[config.mk]
export PLATFORM = sky130hd
export DESIGN_NAME = pwpf_front
export DESIGN_NICKNAME = d
export VERILOG_FILES = /design/src/design/pwpf_pkg.sv /design/src/design/pwpf_front.sv
export SDC_FILE = /design/constraint.sdc
export NUM_CORES = 1
export LEC_CHECK = 0
export ABC_AREA = 1
export CORE_MARGIN = 3
export CORE_UTILIZATION = 61
export CTS_BUF_LIST = sky130_fd_sc_hd__clkbuf_2 sky130_fd_sc_hd__clkbuf_4 sky130_fd_sc_hd__clkbuf_8
export DETAILED_ROUTE_END_ITERATION = 8
export DONT_BUFFER_PORTS = 1
export GPL_ROUTABILITY_DRIVEN = 0
export PLACE_DENSITY = 0.85
export SYNTH_ARGS = -nofsm -noshare
export SYNTH_HDL_FRONTEND = slang
export SYNTH_SLANG_ARGS = --single-unit
export TNS_END_PERCENT = 20
[constraint.sdc]
create_clock -name clk_i -period 4.3 [get_ports clk_i]
set_input_delay 0.43 -clock clk_i [delete_from_list [all_inputs] [get_ports clk_i]]
set_output_delay 0.43 -clock clk_i [all_outputs]
set_load 0.02 [all_outputs]
[src/design/pwpf_pkg.sv]
// ----------------------------------------------------------------------------
// pwpf_pkg: shared constants and types for the plane-wave phase factor block
// Arctangent table, CORDIC gain, phase constant, register indexes and the
// classified item that travels from the front end to the back end.
// ----------------------------------------------------------------------------
`default_nettype none
package pwpf_pkg;

  localparam int unsigned MaxAnglesDefault = 1024;
  localparam int unsigned CordicSteps      = 30;
  localparam logic [31:0] CordicGain       = 32'd652032874;
  localparam logic [31:0] PhaseC           = 32'd683565276;
  localparam logic [31:0] WavenumberReset  = 32'd65536;
  localparam logic [31:0] CellAreaReset    = 32'd65536;
  localparam logic [10:0] AngleCountReset  = 11'd1;

  localparam logic [1:0] RegWavenumber = 2'd0;
  localparam logic [1:0] RegCellArea   = 2'd1;
  localparam logic [1:0] RegAngleCount = 2'd2;

  localparam int unsigned CoordW  = 32;
  localparam int unsigned DiffW   = 33;
  localparam int unsigned IndexW  = 10;
  localparam int unsigned CountW  = 11;
  localparam int unsigned AngleW  = 32;
  localparam int unsigned CordW   = 34;
  localparam int unsigned QueueDepth = 4;

  // Item after classification in the front end.
  typedef struct packed {
    logic                     disagg;
    logic signed [DiffW-1:0]  dx;
    logic signed [DiffW-1:0]  dy;
    logic [IndexW-1:0]        idx;
  } item_t;

  function automatic logic [31:0] atan_turn(input int unsigned i);
    logic [31:0] t;
    begin
      case (i)
        0: t = 32'h20000000;  1: t = 32'h12E4051E;  2: t = 32'h09FB385B;
        3: t = 32'h051111D4;  4: t = 32'h028B0D43;  5: t = 32'h0145D7E1;
        6: t = 32'h00A2F61E;  7: t = 32'h00517C55;  8: t = 32'h0028BE53;
        9: t = 32'h00145F2F;  10: t = 32'h000A2F98; 11: t = 32'h000517CC;
        12: t = 32'h00028BE6; 13: t = 32'h000145F3; 14: t = 32'h0000A2F9;
        15: t = 32'h0000517D; 16: t = 32'h000028BE; 17: t = 32'h0000145F;
        18: t = 32'h00000A30; 19: t = 32'h00000518; 20: t = 32'h0000028C;
        21: t = 32'h00000146; 22: t = 32'h000000A3; 23: t = 32'h00000051;
        24: t = 32'h00000029; 25: t = 32'h00000014; 26: t = 32'h0000000A;
        27: t = 32'h00000005; 28: t = 32'h00000003; 29: t = 32'h00000001;
        default: t = 32'h0;
      endcase
      return t;
    end
  endfunction

endpackage
`default_nettype wire

[src/design/pwpf_front.sv]
// ----------------------------------------------------------------------------
// pwpf_front: input stage
// Accepts a beat, forms the exact point offset and registers the item.
// ----------------------------------------------------------------------------
`default_nettype none
module pwpf_front (
  input  wire logic                   clk_i,
  input  wire logic                   rst_ni,
  input  wire logic                   valid_i,
  output logic                        ready_o,
  input  wire logic                   action_i,
  input  wire logic signed [31:0]     point_x_i,
  input  wire logic signed [31:0]     point_y_i,
  input  wire logic signed [31:0]     center_x_i,
  input  wire logic signed [31:0]     center_y_i,
  input  wire logic [9:0]             direction_index_i,
  output logic                        valid_o,
  input  wire logic                   ready_i,
  output pwpf_pkg::item_t             item_o
);
  logic            valid_q;
  pwpf_pkg::item_t item_q;

  assign ready_o = !valid_q || ready_i;

  always_ff @(posedge clk_i or negedge rst_ni) begin
    if (!rst_ni) begin
      valid_q <= 1'b0;
    end else if (ready_o) begin
      valid_q <= valid_i;
    end
  end

  always_ff @(posedge clk_i) begin
    if (ready_o && valid_i) begin
      item_q.disagg <= action_i;
      item_q.dx     <= 33'(point_x_i) - 33'(center_x_i);
      item_q.dy     <= 33'(point_y_i) - 33'(center_y_i);
      item_q.idx    <= direction_index_i;
    end
  end

  assign valid_o = valid_q;
  assign item_o  = item_q;
endmodule
`default_nettype wire

# Word-level counts from Yosys, hierarchy flattened
# Cells that the tools add are included.
dict set report op_classes {
  addsub 2
  multipliers 0
  div_mod_pow 0
  magnitude_cmp 0
  eq_ne 0
  n_shift 0
  muxes 0
  n_bitwise 0
  reduce_logical 3
}
# op n
set op_table {}
lappend op_table {{subtractor 32 x 32 -> 33 bit} 2}
lappend op_table {{logical AND 1 bit} 1}
lappend op_table {{zero test 1 bit} 1}
lappend op_table {{logical OR 1 bit} 1}
dict set report word_totals {
  regBits 78
  latch_bits 0
  mem_bits_rw 0
  romBits 0
  in_bits 143
  output_inout_bits 79
  wordCells 10
  memories 0
}

# Logic depth before layout (Yosys ltp)
dict set report logic_depth {
  ltp_word 3
  mapped_depth 14
  ltp_nobuf 14
}

# Worst setup path before layout
# No wires, ideal clock.
dict set report synth_timing {
  kind {reg2reg}
  from {register valid_q (netlist: valid_o)}
  to {register item_q (netlist bit item_o[0]) (enable)}
  arrival_ns 4.244
  required_ns 3.762
  setup_slack_ns -0.482
  path_stages_with_launch 2
  n_path_buf 0
  period_less_slack_ns 4.782
  path_cell_list {dfrtp_1 > a21oi_1}
}
dict set report synth_via {
  elab_chain_len 3
}
# item line
set synth_lines {}
lappend synth_lines {{from (decl)} pwpf_front.sv:21} ;# logic valid_q;
lappend synth_lines {{from (signal assigned)} pwpf_front.sv:30} ;# valid_q <= valid_i;
lappend synth_lines {{zero test 1 bit} pwpf_front.sv:24} ;# assign ready_o = !valid_q || ready_i;
lappend synth_lines {{logical OR 1 bit} pwpf_front.sv:24}
lappend synth_lines {{logical AND 1 bit} pwpf_front.sv:35} ;# if (ready_o && valid_i) begin
lappend synth_lines {{to (decl)} pwpf_front.sv:22} ;# pwpf_pkg::item_t item_q;
# Every way passes these cells.
# A chain may end at the register's enable or synchronous reset.

# Worst setup path in the final report
dict set report layout_timing {
  from {register valid_q (netlist: valid_o)}
  to {register item_q (netlist bit item_o[6]) (enable)}
}
# Same word-level chain as after synthesis.

==> results.cfg <==
[route]
wl_per_cell_um = 13.2
viasPerCell = 5.12
met1_length_um = 7330
top_layer = met4
ant_nets = 0
wl_met2_um = 8900
wl_um = 17900
drcViolationCount = 0
dr_wl_met3_um = 1040
drt_pass1_iterations = 5
drt_iter0_drc = 435
vias = 6936

[final_layout]
antenna_cells = 0
final_nets = 1417
drive_above_1_share = 0.0313
synthToLayoutAreaGrowth_pct = 5.23
fin_util = 0.675

[setup_path]
critical_path_class = reg2reg
crit_path_end_kind = flip-flop
cp-startpoint = valid_o
reg2reg_from = valid_o
cp_data_arrival_time_ps = 1890
start_kind = flip-flop
crit_required_ps = 4310
critical_path.max_fanout = 77

[floorplanning]
die_width_um = 117
ios = 222
core_area_um2 = 11700
die_area_um2 = 13700
fp.dieH_um = 117
num_rows = 39
start_util = 0.641

[synthesis]
synth_area_um2 = 7510
synthCells = 1197
synth.area.top_cells = edfxtp_1 31%, nand2_1 25%, inv_1 16%
yosysTopAreaCell = edfxtp_1
seq_area_frac_synth = 0.311
synthFlopType = edfxtp_1
synth_nets = 1406
synthArstFlopShare = 0.0128
yosysWarnings = 0
yosysMostFrequentCell = nand2_1
synth_top_area_frac = 0.308
ys_top_cells_by_count = 494 x nand2_1, 318 x inv_1, 82 x nor2_1
postSynthAreaPerCell_um2 = 6.28
synth.distinct_cells = 21
synth-seq-cells = 78
synth_edf_count = 77

[placed_design]
dpl.hpwl_um = 14700
port_buffers = 0

[power_and_ir_drop]
power.density_nw_per_um2 = 300
p_leak_uw = 0.00489
vdd_drop_max_v = 0.000194

[clocking]
cts_buffers = 9
htree_levels = 3
cts_buffer_depth = 2
cts_tree = built
clk_latency_ps = 380
clk_pin_slew_ps = 90
cts_sinks = 78
cts-root-buf = clkbuf_8

[timing]
min_period_ps = 1880
finalClockSkew_ps = 11.1
grt_setup_unrepaired = false
hold_viol_final = 0
finalSetupTns_ps = 0
worstMarginPinSlew_ps = 1020
finalCritPeriodShare = 0.438
slew_headroom = 0.320
slew_viol_final = 0
fmax_mhz = 531
finalSetupViolCount = 0

[min_path]
hp-class = in2reg
hold_start = direction_index_i[5]

[run]
maxCapViolations = 0

[global_routing]
grt_max_degree = 78
grt.total_usage = 0.268
grt-ovfl-total = 0
grt_pass1_vias = 6689
grt_pass1_wl_um = 28800
antenna_found_initial = 0

[outcome]
status = completed
-- final cells by class --
cell class,instances,area [um^2]
clock buffer,10,131
inverter,318,1190
timing repair buffer,2,17.5
clock inverter,6,68.8
fill,1034,3810
multi-input combinational,799,3980
sequential,78,2340
tap,143,179
-- registers in the layout, summed over array words and instances (netlist names) --
name and flops:
item_o 77, valid_o 1
-- power by group --
part / switching, uW / internal, uW / leakage [uW] / total (uW)
combinational: 458 / 239 / 0.00405 / 697
sequential: 125 / 954 / 0.000747 / 1080
clock: 314 / 279 / 0.000101 / 593
total: 897 / 1470 / 0.00489 / 2370
-- metrics by stage --
stage	cells	worst slack [ps]	total power, uW	area (um^2)	hold WS (ps)
after global placement	1339	2180	1770	7690	134
after detailed placement	1339	2150	1790	7690	134
after global routing	1356	2290	2520	7910	128
after CTS	1356	2390	2380	7910	122
final	1356	2420	2370	7910	136
after floorplan	1197	1140	1620	7520	134
-- cell families (layout without fill, tap and decap cells) --
family	Yosys count	after routing	share of synthesized area
DFF	78	78	0.311
xor gates and xnor gates	30	30	0.0350
AOI/OAI and AO/OA	47	47	0.0336
adders and majority gates	66	66	0.112
and+or+nand+nor	656	656	0.347
buffers and inverters	320	336	0.161
-- per-layer routing --
layer  global-route usage  up-vias
met5                    0        -
met4                0.128        0
met3               0.0401       48
met2                0.489      272
met1                0.304     3030
li1                     -     3586
-- timing repair --
item,in CTS,in global routing
setup buffers,0,0
resized for setup,0,0
hold buffers,1,0
hold endpoints to repair,1,0
-- cell usage in the layout (no fill, tap or decap), drive strengths merged --
cell type,count
a21o,2
a21oi,43
and2,4
buf,1
bufinv,1
clkbuf,10
clkinv,2
clkinvlp,1
dfrtp,1
dlygate4sd3,1
edfxtp,77
fa,2
ha,64
inv,320
nand2,510
nand3,46
nand4,8
nor2,82
nor3,4
o21bai,2
or2,2
xnor2,4
xor2,26
-- worst max-delay path, stage by stage, from the launching register on --
cell     delay (ps)
dfrtp_1         500
a21oi_4         180
buf_4           780
-- final timing paths --
path	depth (start not counted)	to	slack (ps)
min in group asynchronous	1	valid_o	250
hold / removal	0	item_o[5]	140
setup / recovery	2	item_o[6]	2420
setup reg to reg	2	item_o[6]	2420
hold reg to reg	2	valid_o	850
max in group asynchronous	1	valid_o	3950
Note: power is estimated with default switching activity, not from simulation.
