**src/design/pwpf_pkg.sv**
```systemverilog
// ----------------------------------------------------------------------------
// pwpf_pkg: shared constants and types for the plane-wave phase factor block
// Arctangent table, CORDIC gain, phase constant, register indexes and the
// classified item that travels from the front end to the back end.
// ----------------------------------------------------------------------------
`default_nettype none
package pwpf_pkg;

  localparam int unsigned MaxAnglesDefault = 1024;
  localparam int unsigned CordicSteps      = 30;
  localparam logic [31:0] CordicGain       = 32'd652032874;
  localparam logic [31:0] PhaseC           = 32'd683565276;
  localparam logic [31:0] WavenumberReset  = 32'd65536;
  localparam logic [31:0] CellAreaReset    = 32'd65536;
  localparam logic [10:0] AngleCountReset  = 11'd1;

  localparam logic [1:0] RegWavenumber = 2'd0;
  localparam logic [1:0] RegCellArea   = 2'd1;
  localparam logic [1:0] RegAngleCount = 2'd2;

  localparam int unsigned CoordW  = 32;
  localparam int unsigned DiffW   = 33;
  localparam int unsigned IndexW  = 10;
  localparam int unsigned CountW  = 11;
  localparam int unsigned AngleW  = 32;
  localparam int unsigned CordW   = 34;
  localparam int unsigned QueueDepth = 4;

  // Item after classification in the front end.
  typedef struct packed {
    logic                     disagg;
    logic signed [DiffW-1:0]  dx;
    logic signed [DiffW-1:0]  dy;
    logic [IndexW-1:0]        idx;
  } item_t;

  function automatic logic [31:0] atan_turn(input int unsigned i);
    logic [31:0] t;
    begin
      case (i)
        0: t = 32'h20000000;  1: t = 32'h12E4051E;  2: t = 32'h09FB385B;
        3: t = 32'h051111D4;  4: t = 32'h028B0D43;  5: t = 32'h0145D7E1;
        6: t = 32'h00A2F61E;  7: t = 32'h00517C55;  8: t = 32'h0028BE53;
        9: t = 32'h00145F2F;  10: t = 32'h000A2F98; 11: t = 32'h000517CC;
        12: t = 32'h00028BE6; 13: t = 32'h000145F3; 14: t = 32'h0000A2F9;
        15: t = 32'h0000517D; 16: t = 32'h000028BE; 17: t = 32'h0000145F;
        18: t = 32'h00000A30; 19: t = 32'h00000518; 20: t = 32'h0000028C;
        21: t = 32'h00000146; 22: t = 32'h000000A3; 23: t = 32'h00000051;
        24: t = 32'h00000029; 25: t = 32'h00000014; 26: t = 32'h0000000A;
        27: t = 32'h00000005; 28: t = 32'h00000003; 29: t = 32'h00000001;
        default: t = 32'h0;
      endcase
      return t;
    end
  endfunction

endpackage
`default_nettype wire

```
**src/design/pwpf_queue.sv**
```systemverilog
// ----------------------------------------------------------------------------
// pwpf_queue: small register FIFO between front and back end
// ----------------------------------------------------------------------------
`default_nettype none
module pwpf_queue #(
  parameter int unsigned Depth = pwpf_pkg::QueueDepth
) (
  input  wire logic         clk_i,
  input  wire logic         rst_ni,
  input  wire logic         valid_i,
  output logic              ready_o,
  input  pwpf_pkg::item_t   item_i,
  output logic              valid_o,
  input  wire logic         ready_i,
  output pwpf_pkg::item_t   item_o
);
  localparam int unsigned AW = (Depth > 1) ? $clog2(Depth) : 1;

  pwpf_pkg::item_t   mem_q [Depth];
  logic [AW-1:0]     wr_q, rd_q;
  logic [AW:0]       cnt_q;
  logic              push, pop;

  assign ready_o = (cnt_q != (AW+1)'(Depth));
  assign valid_o = (cnt_q != '0);
  assign push    = valid_i && ready_o;
  assign pop     = valid_o && ready_i;
  assign item_o  = mem_q[rd_q];

  always_ff @(posedge clk_i or negedge rst_ni) begin
    if (!rst_ni) begin
      wr_q  <= '0;
      rd_q  <= '0;
      cnt_q <= '0;
    end else begin
      if (push) wr_q <= (wr_q == AW'(Depth-1)) ? '0 : wr_q + 1'b1;
      if (pop)  rd_q <= (rd_q == AW'(Depth-1)) ? '0 : rd_q + 1'b1;
      cnt_q <= cnt_q + (AW+1)'(push) - (AW+1)'(pop);
    end
  end

  always_ff @(posedge clk_i) begin
    if (push) mem_q[wr_q] <= item_i;
  end
endmodule
`default_nettype wire

```
**config.mk**
```make
export PLATFORM = sky130hd
export DESIGN_NAME = pwpf_queue
export DESIGN_NICKNAME = d
export VERILOG_FILES = /design/src/design/pwpf_pkg.sv /design/src/design/pwpf_queue.sv
export SDC_FILE = /design/constraint.sdc
export NUM_CORES = 1
export LEC_CHECK = 0
export BUFFER_PORTS_ARGS = -buffer_cell sky130_fd_sc_hd__clkbuf_2
export CAP_MARGIN = 20
export CORE_AREA = 3 3 207 169
export CTS_BUF_LIST = sky130_fd_sc_hd__clkbuf_2 sky130_fd_sc_hd__clkbuf_4 sky130_fd_sc_hd__clkbuf_8
export DETAILED_ROUTE_END_ITERATION = 8
export DIE_AREA = 0 0 210 172
export PLACE_DENSITY_LB_ADDON = 0.15
export SLEW_MARGIN = 20
export SYNTH_ARGS = -nofsm -noshare
export SYNTH_HDL_FRONTEND = slang
export SYNTH_SLANG_ARGS = --single-unit
```
**constraint.sdc**
```tcl
create_clock -name clk_i -period 3.8 [get_ports clk_i]
set_input_delay 0.19 -clock clk_i [delete_from_list [all_inputs] [get_ports clk_i]]
set_output_delay 0.19 -clock clk_i [all_outputs]
set_load 0.01 [all_outputs]
```
Yosys cells after proc, flatten, opt, wreduce, memory -nomap -nowiden. Memory sizes are Yosys's and may differ from the RTL's. Index checks and enable logic that the tools add are counted.

Register bits: 7. RAM bits: 308. Input bits: 81. Output and inout bits: 79. Logic and storage cells: 18. Memories kept: 1.

Add/subtract/negate cells: 4. Eq/ne operators: 3. Muxes and demuxes: 4. Reduce and logical (&&, ||, !) cells: 3.

Memories: mem_q (depth 4, bits a word 77, read ports 1, clocked after Yosys merged registers in 0, write ports 1, RTL line pwpf_queue.sv:19) `pwpf_pkg::item_t mem_q [Depth];`.

Operator list (number): 2-bit by 1-bit adder with 2-bit output (second input constant) (2); 2-bit equality test (second input constant) (2); 2-bit two-way mux (2); 3-bit by 1-bit adder with 3-bit output (1); 3-bit != test (second input constant) (1); 3-bit nonzero test (1); 3-bit by 1-bit subtractor with 3-bit output (1); 1-bit logical AND (2); 1-bit two-way mux (2).

Longest topological paths before layout.
Depth after elaboration: 4. Depth in mapped cells: 10.

Least setup slack after synthesis. No wires, ideal clock.

Kind: register to register. Start point: register cnt_q[1]. End point: register cnt_q[2]. Library setup time: 123 ps. Arrival time: 2212 ps. Setup slack: 1466 ps. Cell stages (with the launch flop): 11. Path buffers: 0. Period minus slack after synthesis: 2334 ps. Cell sequence: dfrtp_1 or3_2 nand2_1 inv_1 ha_1 inv_1 ha_1 inv_1 fa_1 xnor2_1 xnor2_1.

Elaborated cells on any way between the ends: 6.

RTL lines: start, declared (RTL line pwpf_queue.sv:21) `logic [AW:0] cnt_q;`; start signal, assigned (RTL line pwpf_queue.sv:38) `cnt_q <= cnt_q + (AW+1)'(push) - (AW+1)'(pop);`; 3-bit nonzero test (RTL line pwpf_queue.sv:25) `assign valid_o = (cnt_q != '0);`; via valid_o (RTL line pwpf_queue.sv:13) `output logic valid_o,`; 1-bit logical AND (RTL line pwpf_queue.sv:27) `assign pop = valid_o && ready_i;`; via pop (RTL line pwpf_queue.sv:22) `logic push, pop;`; 3-bit by 1-bit subtractor with 3-bit output (RTL line pwpf_queue.sv:38).

The timed path passes the listed nets, and every way through them passes these cells. A chain may end at the register's enable or synchronous reset.

==> impl_results.html <==
<table>
<tr><th>Metric</th><th>Value</th></tr>
<tr><th colspan="2">Clock network</th></tr>
<tr><td>Number of buffers added by the clock tree synthesis step</td><td>52</td></tr>
<tr><td>PostCTS Resize Cnt</td><td>0</td></tr>
<tr><td>Clock latency on the worst-skew pair</td><td>580 ps</td></tr>
<tr><td>Post-CTS clock slew at the launch and capture registers of the worst setup and hold paths</td><td>60 ps</td></tr>
<tr><td>H-tree levels</td><td>2</td></tr>
<tr><td>Post-CTS setup buffers</td><td>0</td></tr>
<tr><td>TritonCTS clock tree</td><td>done</td></tr>
<tr><td>Clock Sinks</td><td>315</td></tr>
<tr><td>Longest Clk Path Bufs</td><td>3</td></tr>
<tr><td>Root buf cell</td><td>sky130_fd_sc_hd__clkbuf_8</td></tr>
<tr><th colspan="2">Global route</th></tr>
<tr><td>Maximum number of pins on one net before global-route repair</td><td>43</td></tr>
<tr><td>GR Util All Layers</td><td>13.2%</td></tr>
<tr><td>Wire length of the first global-routing pass</td><td>36,000 um</td></tr>
<tr><td>Number of global-route vias before repair</td><td>6,168</td></tr>
<tr><td>Antenna violations before repair</td><td>0</td></tr>
<tr><td>Remaining global-route overflow</td><td>0</td></tr>
<tr><th colspan="2">Flow run</th></tr>
<tr><td>Max-Cap Viols</td><td>0</td></tr>
<tr><th colspan="2">Synthesis</th></tr>
<tr><td>Part of the Yosys area used for sequential elements</td><td>81.8%</td></tr>
<tr><td>Synthesized instance count</td><td>441</td></tr>
<tr><td>Synthesized cell area</td><td>11,500 um2</td></tr>
<tr><td>Mapped Nets</td><td>530</td></tr>
<tr><td>Number of distinct library cells after synthesis</td><td>18</td></tr>
<tr><td>Yosys reg bits</td><td>315</td></tr>
<tr><td>Mapped Avg Cell Area</td><td>26.1 um2</td></tr>
<tr><td>Synthesis Warnings</td><td>0</td></tr>
<tr><th colspan="2">Timing</th></tr>
<tr><td>Final number of setup-violating endpoints</td><td>0</td></tr>
<tr><td>Final Critical Period</td><td>2750 ps</td></tr>
<tr><td>Final period util</td><td>72.3%</td></tr>
<tr><td>Post-Route Setup TNS</td><td>0 ps</td></tr>
<tr><td>Slew Limit Headroom</td><td>48.6%</td></tr>
<tr><td>Max Clock Skew</td><td>32.5 ps</td></tr>
<tr><td>Pin slew with the least headroom to its limit</td><td>771 ps</td></tr>
<tr><td>Final Slew Violations</td><td>0</td></tr>
<tr><td>RSZ-0062 raised after global routing</td><td>false</td></tr>
<tr><td>Hold_ws</td><td>97.2 ps</td></tr>
<tr><td>Final Hold Vio Count</td><td>0</td></tr>
<tr><td>Achievable Freq</td><td>0.364 GHz</td></tr>
<tr><th colspan="2">Floorplan</th></tr>
<tr><td>Chip width</td><td>210 um</td></tr>
<tr><td>Die ar.</td><td>36,100 um2</td></tr>
<tr><td>CORE AREA</td><td>33,300 um2</td></tr>
<tr><td>Die Span Y</td><td>172 um</td></tr>
<tr><td>Number of core rows</td><td>60</td></tr>
<tr><td>Starting density of the core</td><td>34.7%</td></tr>
<tr><td>Total I/O pin count</td><td>160</td></tr>
<tr><th colspan="2">Setup path</th></tr>
<tr><td>Type of destination of the critical path</td><td>output port</td></tr>
<tr><td>Crit path max fanout</td><td>31</td></tr>
<tr><td>Data required, critical path</td><td>3610 ps</td></tr>
<tr><td>Crit path DAT</td><td>2560 ps</td></tr>
<tr><td>Startpoint-to-endpoint class of the critical path</td><td>flip-flop to output port</td></tr>
<tr><td>Startpoint of the lowest-slack register-to-register path</td><td>cnt_q[1]$_DFF_PN0_</td></tr>
<tr><td>Launch point of the worst path</td><td>rd_q[0]$_DFFE_PN0P_</td></tr>
<tr><td>Sort of element at the start of the critical path</td><td>flip-flop</td></tr>
<tr><th colspan="2">Finish</th></tr>
<tr><td>Most common cell after layout, fill and taps aside</td><td>sky130_fd_sc_hd__edfxtp_1</td></tr>
<tr><td>Area of all placed cells without fillers</td><td>14,600 um2</td></tr>
<tr><td>Number of filler instances in the final layout</td><td>2,911</td></tr>
<tr><td>Area of the multi-input gates</td><td>2000 um2</td></tr>
<tr><td>Fraction of layout cells with a size suffix above 1</td><td>43.1%</td></tr>
<tr><td>Footprint of the flip-flops and latches</td><td>9430 um2</td></tr>
<tr><td>Final cell utilization of the core</td><td>44.0%</td></tr>
<tr><td>Most frequent cells in the layout</td><td>308 x sky130_fd_sc_hd__edfxtp_1, 159 x sky130_fd_sc_hd__clkbuf_2, 80 x sky130_fd_sc_hd__dlygate4sd3_1</td></tr>
<tr><td>Fin nets</td><td>813</td></tr>
<tr><td>Area growth, synth to finish</td><td>27.0%</td></tr>
<tr><td>Antenna cell count</td><td>0</td></tr>
<tr><th colspan="2">Route</th></tr>
<tr><td>Vias per cell</td><td>4.67</td></tr>
<tr><td>Wire length per cell</td><td>19.8 um</td></tr>
<tr><td>Initial DRC count</td><td>227</td></tr>
<tr><td># DRC</td><td>0</td></tr>
<tr><td>Vias post-DR</td><td>5,558</td></tr>
<tr><td>Detail Route Antenna Nets</td><td>0</td></tr>
<tr><td>Total detailed-routing wirelength</td><td>23,500 um</td></tr>
<tr><td>DRT Pass-1 Iters</td><td>4</td></tr>
<tr><th colspan="2">Power</th></tr>
<tr><td>Power Density</td><td>733 nW/um2</td></tr>
<tr><td>Highest ir drop seen on vdd</td><td>0.364 mV</td></tr>
<tr><td>Overall power consumption</td><td>10.7 mW</td></tr>
<tr><td>Leakage power</td><td>5.08 nW</td></tr>
<tr><th colspan="2">Outcome</th></tr>
<tr><td>Run status</td><td>completed</td></tr>
<tr><th colspan="2">Place</th></tr>
<tr><td>Placed Area</td><td>12,900 um2</td></tr>
<tr><td>Half-perimeter wire length after placement</td><td>13,500 um</td></tr>
<tr><td>Last weighted congestion value of the routability-driven placer</td><td>0.696</td></tr>
<tr><td>Count of input and output buffers</td><td>159</td></tr>
<tr><th colspan="2">Min path</th></tr>
<tr><td>Path category of the worst min-delay check</td><td>input pin to flip-flop</td></tr>
<tr><td>Launch instance of the worst min-delay path</td><td>valid_i</td></tr>
</table>
==> synthesized netlist by cell type <==
master,instances,share of area (%)
sky130_fd_sc_hd__mux2_2,2,0.20
sky130_fd_sc_hd__nor2_1,2,0.065
sky130_fd_sc_hd__inv_1,7,0.23
sky130_fd_sc_hd__buf_2,11,0.48
sky130_fd_sc_hd__and2_4,1,0.076
sky130_fd_sc_hd__ha_1,7,0.76
sky130_fd_sc_hd__xnor2_1,2,0.15
sky130_fd_sc_hd__and3_2,4,0.26
sky130_fd_sc_hd__nand2_1,1,0.033
sky130_fd_sc_hd__fa_1,1,0.17
sky130_fd_sc_hd__or3b_4,1,0.098
sky130_fd_sc_hd__or3_2,1,0.065
sky130_fd_sc_hd__mux4_2,77,15
sky130_fd_sc_hd__buf_6,2,0.20
sky130_fd_sc_hd__clkbuf_1,5,0.16
sky130_fd_sc_hd__mux2_4,2,0.26
sky130_fd_sc_hd__edfxtp_1,308,80
sky130_fd_sc_hd__dfrtp_1,7,1.5
==> sequential cells by signal (all words and copies together) (netlist names) <==
register / cells
cnt_q: 3
rd_q: 2
mem_q: 308
wr_q: 2
==> through the flow <==
step / setup WS [ps] / instances
final: 1050 / 1190
after global routing: 821 / 1190
after CTS: 901 / 1190
after detailed placement: 1370 / 1024
after global placement: 1430 / 1024
after floorplan: 1470 / 441
==> kinds of logic after synthesis <==
| family | count (synthesis) | share of synthesized area (%) |
|---|---|---|
| AND/OR/NAND/NOR | 10 | 0.597 |
| flip-flops | 315 | 81.8 |
| XOR/XNOR | 2 | 0.152 |
| buffers and inverters | 25 | 1.06 |
| multiplexers | 81 | 15.5 |
| adder cells (fa/ha/maj) | 8 | 0.933 |
==> area by class of cell <==
type | count | share of cell area [%]
Clock inverter | 22 | 0.778
Timing Repair Buffer | 247 | 11.7
Sequential cell | 315 | 64.4
Inverter | 7 | 0.179
Clock buffer | 64 | 5.55
Multi-Input combinational cell | 101 | 13.6
Tap cell | 434 | 3.71
==> final timing paths <==
path / endpoint / slack (ps) / depth (start not counted)
max in group asynchronous: rd_q[1]$_DFFE_PN0P_ / 2940 / 3
min in group asynchronous: cnt_q[1]$_DFF_PN0_ / 560 / 3
min: wr_q[0]$_DFFE_PN0P_ / 100 / 3
min reg2reg: cnt_q[2]$_DFF_PN0_ / 490 / 1
max reg2reg: cnt_q[2]$_DFF_PN0_ / 1350 / 10
max: item_o[67] / 1050 / 3
==> timing repair <==
action / CTS / global route
hold buffers: 80 / 0
endpoints found under the setup margin: 0 / 0
endpoints found under the hold margin: 317 / 0
==> routing by layer <==
layer	wire, um	GRT usage, %	up-vias	part of all wire (%)
li1	-	-	2465	-
met1	10400	17.5	2897	44
met2	11300	21.5	149	48
met3	1370	3.75	47	5.8
met4	453	4.10	0	1.9
met5	0	0	-	0
==> worst max-delay path, cell delays in order (launching register included) <==
cell and delay, ps:
sky130_fd_sc_hd__dfrtp_4 840, sky130_fd_sc_hd__buf_4 430, sky130_fd_sc_hd__mux4_2 560, sky130_fd_sc_hd__clkbuf_2 160
==> report_power, final <==
part           switching (mW)  internal, mW  total, mW
Clock                    1.24          1.45       2.69
Sequential              0.348          4.60       4.94
Combinational            1.61          1.49       3.10
Total                    3.20          7.53       10.7
No activity file was read; power rests on OpenSTA's default activity.
